File: src/hw/rtl/mbe_pkg.sv
package mbe_pkg;

  // Default values for the top-level parameters.
  localparam int unsigned MaxIterDefault = 1000;
  localparam int unsigned MaxDimDefault  = 4096;

  // Field widths.
  localparam int PixW     = 12;
  localparam int DimW     = 13;
  localparam int CountW   = 10;
  localparam int QW       = 32;
  localparam int FracBits = 28;
  localparam int ProdW    = 2 * QW;

  // The mapping dividend is 4 * pixel * 2^28, which has PixW + 30 bits.
  localparam int NumW = PixW + 2 + FracBits;

  // Depth of the queue between the mapping front and the iteration engine.
  localparam int FifoDepth = 2;

  // Reset values of the configuration registers.
  localparam logic [DimW-1:0] WidthReset  = 13'd800;
  localparam logic [DimW-1:0] HeightReset = 13'd600;

  // Signed Q4.28 value.
  typedef logic signed [QW-1:0] q_t;

  localparam q_t QMax = 32'sh7FFF_FFFF;
  localparam q_t QMin = 32'sh8000_0000;

  // Escape bound: 4 in Q8.56.
  localparam logic [ProdW-1:0] MagLimit = 64'h0400_0000_0000_0000;

  // Configuration register indexes.
  typedef enum logic [0:0] {
    REG_IMAGE_WIDTH  = 1'b0,
    REG_IMAGE_HEIGHT = 1'b1
  } cfg_reg_e;

  // One mapped pixel, handed from the front to the engine.
  typedef struct packed {
    logic [PixW-1:0] px;
    logic [PixW-1:0] py;
    q_t              cre;
    q_t              cim;
  } point_t;

  typedef enum logic [1:0] {
    F_IDLE,
    F_DIV_X,
    F_DIV_Y,
    F_PUSH
  } front_state_e;

  typedef enum logic [2:0] {
    C_IDLE,
    C_MUL_RR,
    C_MUL_II,
    C_MUL_RI,
    C_CHECK,
    C_DONE
  } core_state_e;

endpackage

File: src/hw/rtl/mandelbrot_escape_time.sv
// Escape-time evaluator for one pixel of a Mandelbrot image.
// Input queue: drive pixel_x_i/pixel_y_i and raise push; a beat is taken
// at a clock edge where push is high and full is low.
// Result queue: while empty is low, the oldest result is on out_x_o,
// out_y_o, escape_count_o and escaped_o; raise pop to take the beat.
// The cfg_* port sets image width (index 0) and height (index 1); write it
// only while no pixel is in flight.
// The front maps a pixel to c with a one-bit-per-cycle divider, one division
// per axis, and takes no new pixel until its mapped point is queued. The
// engine shares one 32x32 multiplier among the three products (re*re, im*im,
// re*im) of each check index and runs up to MAX_ITER - 1 check indexes per
// pixel. The slower of front and engine sets the throughput; a two-entry
// queue lets mapping overlap iteration.
// Reset restores width 800 and height 600 and empties both queues.
// full is high until the front is idle again. If the receiver stalls, the
// result waits in the output register, the engine holds its next finished
// pixel, and the front holds a mapped pixel once the queue is full.
module mandelbrot_escape_time import mbe_pkg::*; #(
  parameter int unsigned MAX_ITER = MaxIterDefault,
  parameter int unsigned MAX_DIM  = MaxDimDefault
) (
  input  logic              clk_i,
  input  logic              rst_ni,
  input  logic              cfg_we_i,
  input  logic [0:0]        cfg_idx_i,
  input  logic [DimW-1:0]   cfg_data_i,
  input  logic              push,
  output logic              full,
  input  logic [PixW-1:0]   pixel_x_i,
  input  logic [PixW-1:0]   pixel_y_i,
  output logic              empty,
  input  logic              pop,
  output logic [PixW-1:0]   out_x_o,
  output logic [PixW-1:0]   out_y_o,
  output logic [CountW-1:0] escape_count_o,
  output logic              escaped_o
);

  logic [DimW-1:0] width_q;
  logic [DimW-1:0] height_q;

  logic   fifo_push;
  logic   fifo_full;
  logic   fifo_pop;
  logic   fifo_empty;
  point_t front_point;
  point_t core_point;

  // Configuration registers.
  always_ff @(posedge clk_i or negedge rst_ni) begin
    if (!rst_ni) begin
      width_q  <= WidthReset;
      height_q <= HeightReset;
    end else if (cfg_we_i) begin
      case (cfg_idx_i)
        REG_IMAGE_WIDTH:  width_q  <= cfg_data_i;
        REG_IMAGE_HEIGHT: height_q <= cfg_data_i;
        default: begin
          width_q <= width_q;
        end
      endcase
    end
  end

  // Coordinate mapping.
  mbe_front #(
    .MAX_DIM(MAX_DIM)
  ) u_front (
    .clk_i      (clk_i),
    .rst_ni     (rst_ni),
    .push       (push),
    .full       (full),
    .pixel_x_i  (pixel_x_i),
    .pixel_y_i  (pixel_y_i),
    .width_i    (width_q),
    .height_i   (height_q),
    .fifo_push_o(fifo_push),
    .fifo_full_i(fifo_full),
    .point_o    (front_point)
  );

  // Queue of mapped points.
  mbe_fifo #(
    .DEPTH(FifoDepth)
  ) u_fifo (
    .clk_i    (clk_i),
    .rst_ni   (rst_ni),
    .wr_i     (fifo_push),
    .full_o   (fifo_full),
    .wr_data_i(front_point),
    .rd_i     (fifo_pop),
    .empty_o  (fifo_empty),
    .rd_data_o(core_point)
  );

  // Orbit iteration and result register.
  mbe_core #(
    .MAX_ITER(MAX_ITER)
  ) u_core (
    .clk_i         (clk_i),
    .rst_ni        (rst_ni),
    .in_valid_i    (!fifo_empty),
    .in_pop_o      (fifo_pop),
    .point_i       (core_point),
    .pop           (pop),
    .empty         (empty),
    .out_x_o       (out_x_o),
    .out_y_o       (out_y_o),
    .escape_count_o(escape_count_o),
    .escaped_o     (escaped_o)
  );

endmodule

File: src/hw/rtl/mbe_front.sv
module mbe_front import mbe_pkg::*; #(
  parameter int unsigned MAX_DIM = MaxDimDefault
) (
  input  logic            clk_i,
  input  logic            rst_ni,
  input  logic            push,
  output logic            full,
  input  logic [PixW-1:0] pixel_x_i,
  input  logic [PixW-1:0] pixel_y_i,
  input  logic [DimW-1:0] width_i,
  input  logic [DimW-1:0] height_i,
  output logic            fifo_push_o,
  input  logic            fifo_full_i,
  output point_t          point_o
);

  localparam int StepW = $clog2(NumW);
  localparam logic signed [NumW+1:0] ReOffset = (NumW+2)'(3) <<< FracBits;
  localparam logic signed [NumW+1:0] ImOffset = (NumW+2)'(1) <<< FracBits;

  // A zero dimension counts as one, an oversized one as the maximum.
  function automatic logic [DimW-1:0] eff_dim(logic [DimW-1:0] d);
    logic [DimW-1:0] r;
    r = d;
    if (d == '0) begin
      r = DimW'(1);
    end else if (32'(d) > MAX_DIM) begin
      r = DimW'(MAX_DIM);
    end
    return r;
  endfunction

  // Subtract the axis offset from a quotient and saturate to Q4.28.
  function automatic q_t map_axis(logic [NumW-1:0] q, logic signed [NumW+1:0] offset);
    logic signed [NumW+1:0] v;
    q_t r;
    v = $signed({2'b00, q}) - offset;
    if (v > (NumW+2)'(QMax)) begin
      r = QMax;
    end else begin
      r = v[QW-1:0];
    end
    return r;
  endfunction

  front_state_e    state_q, state_d;
  logic [PixW-1:0] px_q, px_d;
  logic [PixW-1:0] py_q, py_d;
  logic [NumW-1:0] num_q, num_d;
  logic [DimW-1:0] rem_q, rem_d;
  logic [StepW-1:0] step_q, step_d;
  q_t              cre_q, cre_d;
  q_t              cim_q, cim_d;

  logic [DimW-1:0] divisor;
  logic [DimW:0]   trial;
  logic            ge;
  logic [DimW-1:0] rem_next;
  logic [NumW-1:0] quotient;
  logic            last_step;

  // One restoring division step: one quotient bit a cycle, MSB first.
  always_comb begin
    divisor   = (state_q == F_DIV_X) ? eff_dim(width_i) : eff_dim(height_i);
    trial     = {rem_q, num_q[NumW-1]};
    ge        = (trial >= {1'b0, divisor});
    rem_next  = ge ? DimW'(trial - {1'b0, divisor}) : trial[DimW-1:0];
    quotient  = {num_q[NumW-2:0], ge};
    last_step = (step_q == StepW'(NumW - 1));
  end

  // Sequencer: take a pixel, divide for each axis, then hand the point on.
  always_comb begin
    state_d     = state_q;
    px_d        = px_q;
    py_d        = py_q;
    num_d       = num_q;
    rem_d       = rem_q;
    step_d      = step_q;
    cre_d       = cre_q;
    cim_d       = cim_q;
    full        = 1'b1;
    fifo_push_o = 1'b0;
    case (state_q)
      F_IDLE: begin
        full = 1'b0;
        if (push) begin
          px_d    = pixel_x_i;
          py_d    = pixel_y_i;
          num_d   = {pixel_x_i, {(NumW - PixW){1'b0}}};
          rem_d   = '0;
          step_d  = '0;
          state_d = F_DIV_X;
        end
      end
      F_DIV_X: begin
        num_d  = quotient;
        rem_d  = rem_next;
        step_d = step_q + StepW'(1);
        if (last_step) begin
          cre_d   = map_axis(quotient, ReOffset);
          num_d   = {py_q, {(NumW - PixW){1'b0}}};
          rem_d   = '0;
          step_d  = '0;
          state_d = F_DIV_Y;
        end
      end
      F_DIV_Y: begin
        num_d  = quotient;
        rem_d  = rem_next;
        step_d = step_q + StepW'(1);
        if (last_step) begin
          cim_d   = map_axis(quotient, ImOffset);
          state_d = F_PUSH;
        end
      end
      F_PUSH: begin
        fifo_push_o = !fifo_full_i;
        if (!fifo_full_i) begin
          state_d = F_IDLE;
        end
      end
      default: begin
        state_d = F_IDLE;
      end
    endcase
  end

  always_ff @(posedge clk_i or negedge rst_ni) begin
    if (!rst_ni) begin
      state_q <= F_IDLE;
    end else begin
      state_q <= state_d;
    end
  end

  always_ff @(posedge clk_i) begin
    px_q   <= px_d;
    py_q   <= py_d;
    num_q  <= num_d;
    rem_q  <= rem_d;
    step_q <= step_d;
    cre_q  <= cre_d;
    cim_q  <= cim_d;
  end

  assign point_o = '{px: px_q, py: py_q, cre: cre_q, cim: cim_q};

endmodule

File: src/hw/rtl/mbe_fifo.sv
module mbe_fifo import mbe_pkg::*; #(
  parameter int DEPTH = FifoDepth
) (
  input  logic   clk_i,
  input  logic   rst_ni,
  input  logic   wr_i,
  output logic   full_o,
  input  point_t wr_data_i,
  input  logic   rd_i,
  output logic   empty_o,
  output point_t rd_data_o
);

  localparam int PtrW = (DEPTH > 1) ? $clog2(DEPTH) : 1;

  point_t          mem_q [DEPTH];
  logic [PtrW-1:0] wr_ptr_q;
  logic [PtrW-1:0] rd_ptr_q;
  logic [PtrW:0]   cnt_q;

  function automatic logic [PtrW-1:0] next_ptr(logic [PtrW-1:0] p);
    return (p == PtrW'(DEPTH - 1)) ? '0 : p + PtrW'(1);
  endfunction

  assign full_o    = (cnt_q == (PtrW+1)'(DEPTH));
  assign empty_o   = (cnt_q == '0);
  assign rd_data_o = mem_q[rd_ptr_q];

  // Pointers and fill count.
  always_ff @(posedge clk_i or negedge rst_ni) begin
    if (!rst_ni) begin
      wr_ptr_q <= '0;
      rd_ptr_q <= '0;
      cnt_q    <= '0;
    end else begin
      if (wr_i) begin
        wr_ptr_q <= next_ptr(wr_ptr_q);
      end
      if (rd_i) begin
        rd_ptr_q <= next_ptr(rd_ptr_q);
      end
      if (wr_i && !rd_i) begin
        cnt_q <= cnt_q + (PtrW+1)'(1);
      end else if (!wr_i && rd_i) begin
        cnt_q <= cnt_q - (PtrW+1)'(1);
      end
    end
  end

  // Entry storage.
  always_ff @(posedge clk_i) begin
    if (wr_i) begin
      mem_q[wr_ptr_q] <= wr_data_i;
    end
  end

`ifndef ASSERT_OFF
  a_no_overflow: assert property (@(posedge clk_i) disable iff (!rst_ni)
    wr_i |-> !full_o)
    else $error("queue written while full");

  a_no_underflow: assert property (@(posedge clk_i) disable iff (!rst_ni)
    rd_i |-> !empty_o)
    else $error("queue read while empty");

  a_count_range: assert property (@(posedge clk_i) disable iff (!rst_ni)
    cnt_q <= (PtrW+1)'(DEPTH))
    else $error("queue fill count out of range");
`endif

endmodule

File: src/hw/rtl/mbe_core.sv
module mbe_core import mbe_pkg::*; #(
  parameter int unsigned MAX_ITER = MaxIterDefault
) (
  input  logic              clk_i,
  input  logic              rst_ni,
  input  logic              in_valid_i,
  output logic              in_pop_o,
  input  point_t            point_i,
  input  logic              pop,
  output logic              empty,
  output logic [PixW-1:0]   out_x_o,
  output logic [PixW-1:0]   out_y_o,
  output logic [CountW-1:0] escape_count_o,
  output logic              escaped_o
);

  localparam int CntW = $clog2(MAX_ITER);
  localparam logic [CntW-1:0] LastIter = CntW'(MAX_ITER - 1);

  // Saturate a wide sum to Q4.28.
  function automatic q_t sat_q(logic signed [ProdW:0] v);
    q_t r;
    if (v > (ProdW+1)'(QMax)) begin
      r = QMax;
    end else if (v < (ProdW+1)'(QMin)) begin
      r = QMin;
    end else begin
      r = v[QW-1:0];
    end
    return r;
  endfunction

  core_state_e             state_q, state_d;
  q_t                      zre_q, zre_d;
  q_t                      zim_q, zim_d;
  q_t                      cre_q, cre_d;
  q_t                      cim_q, cim_d;
  logic [PixW-1:0]         px_q, px_d;
  logic [PixW-1:0]         py_q, py_d;
  logic [CntW-1:0]         iter_q, iter_d;
  logic                    res_esc_q, res_esc_d;
  logic signed [ProdW-1:0] prod_q;
  logic signed [ProdW-1:0] re2_q;
  logic [ProdW-1:0]        mag_q;
  logic signed [ProdW-1:0] sq_q;

  logic                    out_valid_q, out_valid_d;
  logic [PixW-1:0]         out_x_q;
  logic [PixW-1:0]         out_y_q;
  logic [CntW-1:0]         out_cnt_q;
  logic                    out_esc_q;
  logic                    out_load;
  logic                    out_free;

  q_t                      op_a;
  q_t                      op_b;
  logic signed [ProdW:0]   sum_re;
  logic signed [ProdW:0]   sum_im;
  logic                    over;

  // Operand select for the shared multiplier: re*re, im*im, then re*im.
  always_comb begin
    op_a = zre_q;
    op_b = zre_q;
    case (state_q)
      C_MUL_II: begin
        op_a = zim_q;
        op_b = zim_q;
      end
      C_MUL_RI: begin
        op_b = zim_q;
      end
      default: begin
        op_a = zre_q;
      end
    endcase
  end

  // Next orbit point from the registered products; 2*re*im is one shift less.
  always_comb begin
    sum_re = (ProdW+1)'(sq_q >>> FracBits) + (ProdW+1)'(cre_q);
    sum_im = (ProdW+1)'(prod_q >>> (FracBits - 1)) + (ProdW+1)'(cim_q);
    over   = (mag_q > MagLimit);
  end

  assign out_free = !out_valid_q || pop;

  // Iteration sequencer.
  always_comb begin
    state_d   = state_q;
    zre_d     = zre_q;
    zim_d     = zim_q;
    cre_d     = cre_q;
    cim_d     = cim_q;
    px_d      = px_q;
    py_d      = py_q;
    iter_d    = iter_q;
    res_esc_d = res_esc_q;
    in_pop_o  = 1'b0;
    out_load  = 1'b0;
    case (state_q)
      C_IDLE: begin
        if (in_valid_i) begin
          in_pop_o  = 1'b1;
          cre_d     = point_i.cre;
          cim_d     = point_i.cim;
          px_d      = point_i.px;
          py_d      = point_i.py;
          zre_d     = '0;
          zim_d     = '0;
          iter_d    = CntW'(1);
          res_esc_d = 1'b0;
          state_d   = C_MUL_RR;
        end
      end
      C_MUL_RR: begin
        state_d = C_MUL_II;
      end
      C_MUL_II: begin
        state_d = C_MUL_RI;
      end
      C_MUL_RI: begin
        state_d = C_CHECK;
      end
      C_CHECK: begin
        if (over) begin
          res_esc_d = 1'b1;
          state_d   = C_DONE;
        end else begin
          zre_d = sat_q(sum_re);
          zim_d = sat_q(sum_im);
          if (iter_q == LastIter) begin
            state_d = C_DONE;
          end else begin
            iter_d  = iter_q + CntW'(1);
            state_d = C_MUL_RR;
          end
        end
      end
      C_DONE: begin
        if (out_free) begin
          out_load = 1'b1;
          state_d  = C_IDLE;
        end
      end
      default: begin
        state_d = C_IDLE;
      end
    endcase
  end

  // Output register valid flag.
  always_comb begin
    out_valid_d = out_valid_q;
    if (pop && out_valid_q) begin
      out_valid_d = 1'b0;
    end
    if (out_load) begin
      out_valid_d = 1'b1;
    end
  end

  always_ff @(posedge clk_i or negedge rst_ni) begin
    if (!rst_ni) begin
      state_q     <= C_IDLE;
      out_valid_q <= 1'b0;
    end else begin
      state_q     <= state_d;
      out_valid_q <= out_valid_d;
    end
  end

  // Datapath registers; the product register follows the multiplier directly.
  always_ff @(posedge clk_i) begin
    zre_q     <= zre_d;
    zim_q     <= zim_d;
    cre_q     <= cre_d;
    cim_q     <= cim_d;
    px_q      <= px_d;
    py_q      <= py_d;
    iter_q    <= iter_d;
    res_esc_q <= res_esc_d;
    prod_q    <= op_a * op_b;
    if (state_q == C_MUL_II) begin
      re2_q <= prod_q;
    end
    if (state_q == C_MUL_RI) begin
      mag_q <= $unsigned(re2_q) + $unsigned(prod_q);
      sq_q  <= re2_q - prod_q;
    end
    if (out_load) begin
      out_x_q   <= px_q;
      out_y_q   <= py_q;
      out_cnt_q <= iter_q;
      out_esc_q <= res_esc_q;
    end
  end

  assign empty          = !out_valid_q;
  assign out_x_o        = out_x_q;
  assign out_y_o        = out_y_q;
  assign escape_count_o = CountW'(out_cnt_q);
  assign escaped_o      = out_esc_q;

`ifndef ASSERT_OFF
  a_iter_nonzero: assert property (@(posedge clk_i) disable iff (!rst_ni)
    (state_q == C_CHECK) |-> (iter_q != '0))
    else $error("check index is zero");

  a_escape_ends: assert property (@(posedge clk_i) disable iff (!rst_ni)
    (state_q == C_CHECK) && over |=> (state_q == C_DONE) && res_esc_q)
    else $error("escape did not end the orbit");

  a_bounded_count: assert property (@(posedge clk_i) disable iff (!rst_ni)
    out_valid_q && !out_esc_q |-> (out_cnt_q == LastIter))
    else $error("bounded result with a short count");

  a_result_loaded: assert property (@(posedge clk_i) disable iff (!rst_ni)
    (state_q == C_DONE) && out_free |=> out_valid_q)
    else $error("finished result not loaded");
`endif

endmodule

File: config.mk
export PLATFORM = sky130hd
export DESIGN_NAME = mandelbrot_escape_time
export DESIGN_NICKNAME = d
export VERILOG_FILES = /design/src/hw/rtl/mbe_pkg.sv /design/src/hw/rtl/mandelbrot_escape_time.sv /design/src/hw/rtl/mbe_front.sv /design/src/hw/rtl/mbe_fifo.sv /design/src/hw/rtl/mbe_core.sv
export SDC_FILE = /design/constraint.sdc
export NUM_CORES = 2
export LEC_CHECK = 0
export ABC_AREA = 1
export BUFFER_PORTS_ARGS = -buffer_cell sky130_fd_sc_hd__buf_2
export CAP_MARGIN = 20
export CORE_MARGIN = 2
export CORE_UTILIZATION = 60
export DETAILED_ROUTE_END_ITERATION = 10
export PLACE_DENSITY = 0.85
export SETUP_SLACK_MARGIN = 0.4
export SYNTH_ARGS = -nofsm -noshare
export SYNTH_HDL_FRONTEND = slang
export SYNTH_SLANG_ARGS = --single-unit
File: constraint.sdc
create_clock -name clk_i -period 7.48 [get_ports clk_i]
set_input_delay 0 -clock clk_i [delete_from_list [all_inputs] [get_ports clk_i]]
set_output_delay 0 -clock clk_i [all_outputs]
set_load 0.03 [all_outputs]
==> impl_metrics.py <==
metrics = {
    "run_status": {
        "outcome": "finished, violations left",
        "violations": "setup timing",
    },
    "grt": {
        "grt_antenna_before_repair": 6,
        "gr-total-overflow": 0,
        "grt_max_degree": 69,
        "grt_pass1_vias": 69700,
        "grt_pass1_wl_mm": 419,
        "grt_util_all_layers_pct": 41.9,
    },
    "drt": {
        "wl_mm": 285,
        "dr.pass1.iters": 9,
        "ant_nets": 0,
        "drc": 0,
        "vias": 67700,
        "drt-initial-drc-count": 8266,
        "via_per_inst": 5.86,
        "routedWlPerCell_um": 24.6,
    },
    "critical_path": {
        "r2r_start": "u_core.state_q[2]",
        "end_kind": "register",
        "cpMaxStageDelayCell": "fa_1",
        "critPathLaunch": "u_core.state_q[2]",
        "cp.arrival_ns": 8.82,
        "critPathMaxStageDelay_ns": 0.84,
        "crit_type": "register to register",
        "critPathRequiredTime_ns": 8.05,
        "path_max_fanout": 6,
        "setup.worst_path.start_class": "register",
    },
    "clocking": {
        "clkLatencyLatePin_ns": 0.70,
        "cts.sinks": 787,
        "clkSlewWorstSetupHoldPaths_ns": 0.08,
        "cts_max_level": 3,
        "root_buffer": "clkbuf_16",
        "cts_tree": "done",
        "cts_buffer_depth": 3,
        "cts_made_buffers": 73,
    },
    "synth": {
        "synth_area_leaders": "fa_1 28%, edfxtp_1 26%, inv_1 8.8%",
        "synthFlopType": "edfxtp_1",
        "synthDominantCellAreaShare_pct": 27.6,
        "yosys.area.top_type": "fa_1",
        "synthArstFlopShare_pct": 4.57,
        "synth-edff-count": 687,
        "synth_fp_nets": 10500,
        "ys_types": 65,
        "synth_cells": 8968,
        "avgSynthCellArea_um2": 8.77,
        "yosysWarningCount": 0,
        "syn_area_um2": 78600,
        "ys_seq_area_share_pct": 29.0,
        "synth-seq-cells": 787,
    },
    "placed_design": {
        "place_hpwl_mm": 224,
        "io_buffers": 79,
        "routabilityCongestion": 1.06,
        "dp_cells": 11200,
    },
    "timing": {
        "slew_headroom_pct": 25.0,
        "setup_viol": 40,
        "hold_viol_final": 0,
        "post-route-period-util_pct": 110,
        "rsz0062_at_grt": "true",
        "worstMarginPinSlew_ns": 1.12,
        "tns_ns": -14.04,
        "final_max_slew_viol_count": 0,
        "layout_setup_ws_ns": -0.770,
        "finalClockSkew_ns": 0.0303,
        "fmax_mhz": 121,
        "period_needed_ns": 8.25,
    },
    "floorplan": {
        "start_util_pct": 60.6,
        "die_h_um": 366,
        "die_x_um": 366,
        "die-area_um2": 134000,
        "num_rows": 132,
        "io_pins": 80,
        "coreArea_um2": 130000,
    },
    "cells_and_area": {
        "finalNetCount": 11300,
        "fin_util_pct": 72.6,
        "final_common_cell": "nand2_1",
        "area_delta_synth_final_pct": 19.9,
        "layout-drive-gt1-share_pct": 18.0,
        "final_cell_mix": "1,735 x nand2_1, 1,725 x inv_1, 1,037 x nor2_1",
        "layout.cells.non_filler": 11600,
    },
    "flow_run": {
        "maxCapViolCount": 0,
    },
    "worst_hold_path": {
        "hold_path.class": "input pin to async pin",
    },
}
[area by class of cell]
type / count / area [µm²]
clock buffer: 102 / 2010
timing repair inverter: 1 / 7.51
timing repair buffer: 958 / 8750
sequential: 787 / 22800
clock inverter: 30 / 320
multi-input combinational: 6060 / 51100
inverter: 1866 / 7070
fill: 9259 / 35500
antenna: 4 / 10.0
tap: 1742 / 2180
[critical path, delay by kind of cell (launching register included)]
kind	cells	cell delay, ns
compound gates	3	0.25
xor+xnor	1	0.14
fa+ha+maj	9	5.10
buf+inv	14	1.50
flops	1	0.41
simple gates	8	0.72
[cells by family (layout without fill, tap and decap cells)]
kind of cell	after synthesis	after routing	share of synthesized area (%)
and+or+nand+nor	3375	3375	17.1
buffers and inverters	2121	2957	10.3
adders and majority gates	1495	1495	34.2
AOI/OAI and AO/OA	950	950	6.79
DFF	787	787	29.0
xor gates and xnor gates	240	240	2.69
other	0	4	0
[path summary, 6_finish.rpt]
check                                      to  slack (ns)  depth (start not counted)
setup / recovery            u_core.prod_q[63]       -0.77                         35
hold / removal             u_front.state_q[1]       0.006                          2
setup reg to reg            u_core.prod_q[63]       -0.77                         35
hold reg to reg             u_core.out_y_o[6]        0.43                          0
max in group asynchronous     u_fifo.rd_ptr_q        6.77                          2
min in group clk_i            u_front.py_q[9]        0.01                          2
[cells in the mapped netlist (all sizes together) (13+ instances only)]
cell	number
a21boi	18
a21o	45
a21oi	432
a31oi	28
buf	40
clkbuf	215
clkinv	17
dfrtp	29
dfxtp	64
edfxtp	687
fa	1086
ha	409
inv	1849
nand2	1840
nand3	206
nand4	43
nor2	1149
nor3	64
nor4	33
o211ai	22
o21a	14
o21ai	311
o21bai	37
or2	13
xnor2	53
xor2	187
[stage by stage]
| stage | hold WS (ns) | worst slack [ns] | cell area (µm²) |
|---|---|---|---|
| global placement | 0.177 | -0.721 | 87300 |
| global route | 0.0315 | -0.957 | 94300 |
| floorplan | -0.296 | 0.0731 | 79800 |
| detailed placement | 0.178 | -0.737 | 87300 |
| finish | 0.00598 | -0.770 | 94300 |
| CTS | 0.000225 | -0.324 | 92600 |
[sequential cells by signal (all words and copies together) (netlist names), 32 cells and up]
name	cells
u_fifo.mem_q	176
u_core.sq_q	36
u_front.cre_q	32
u_front.cim_q	32
u_core.re2_q	64
u_core.cim_q	32
u_core.zim_q	32
u_front.num_q	42
u_core.zre_q	32
u_core.mag_q	64
u_core.cre_q	32
u_core.prod_q	64
[what timing repair did]
action,4_1_cts,5_1_grt
buffers inserted,81,43
resized for setup,436,347
endpoints found under the setup margin,52,52
cloned,6,0
hold buffers,44,0
pin swaps,235,261
hold endpoints to repair,123,0
[routing by layer]
layer / share of wire [%] / global-route usage [%] / vias to the layer above / routed length [µm]
met3: 11 / 8.18 / 1065 / 30900
met1: 37 / 55.7 / 33200 / 106000
met5: 0.0091 / 0 / - / 26
met4: 6.5 / 20.6 / 4 / 18500
li1: - / - / 29100 / -
met2: 45 / 66.4 / 4306 / 129000
Power is left out: the tool's default activity adds up to more than one toggle a clock period on the data nets, which glitch-free logic cannot reach.
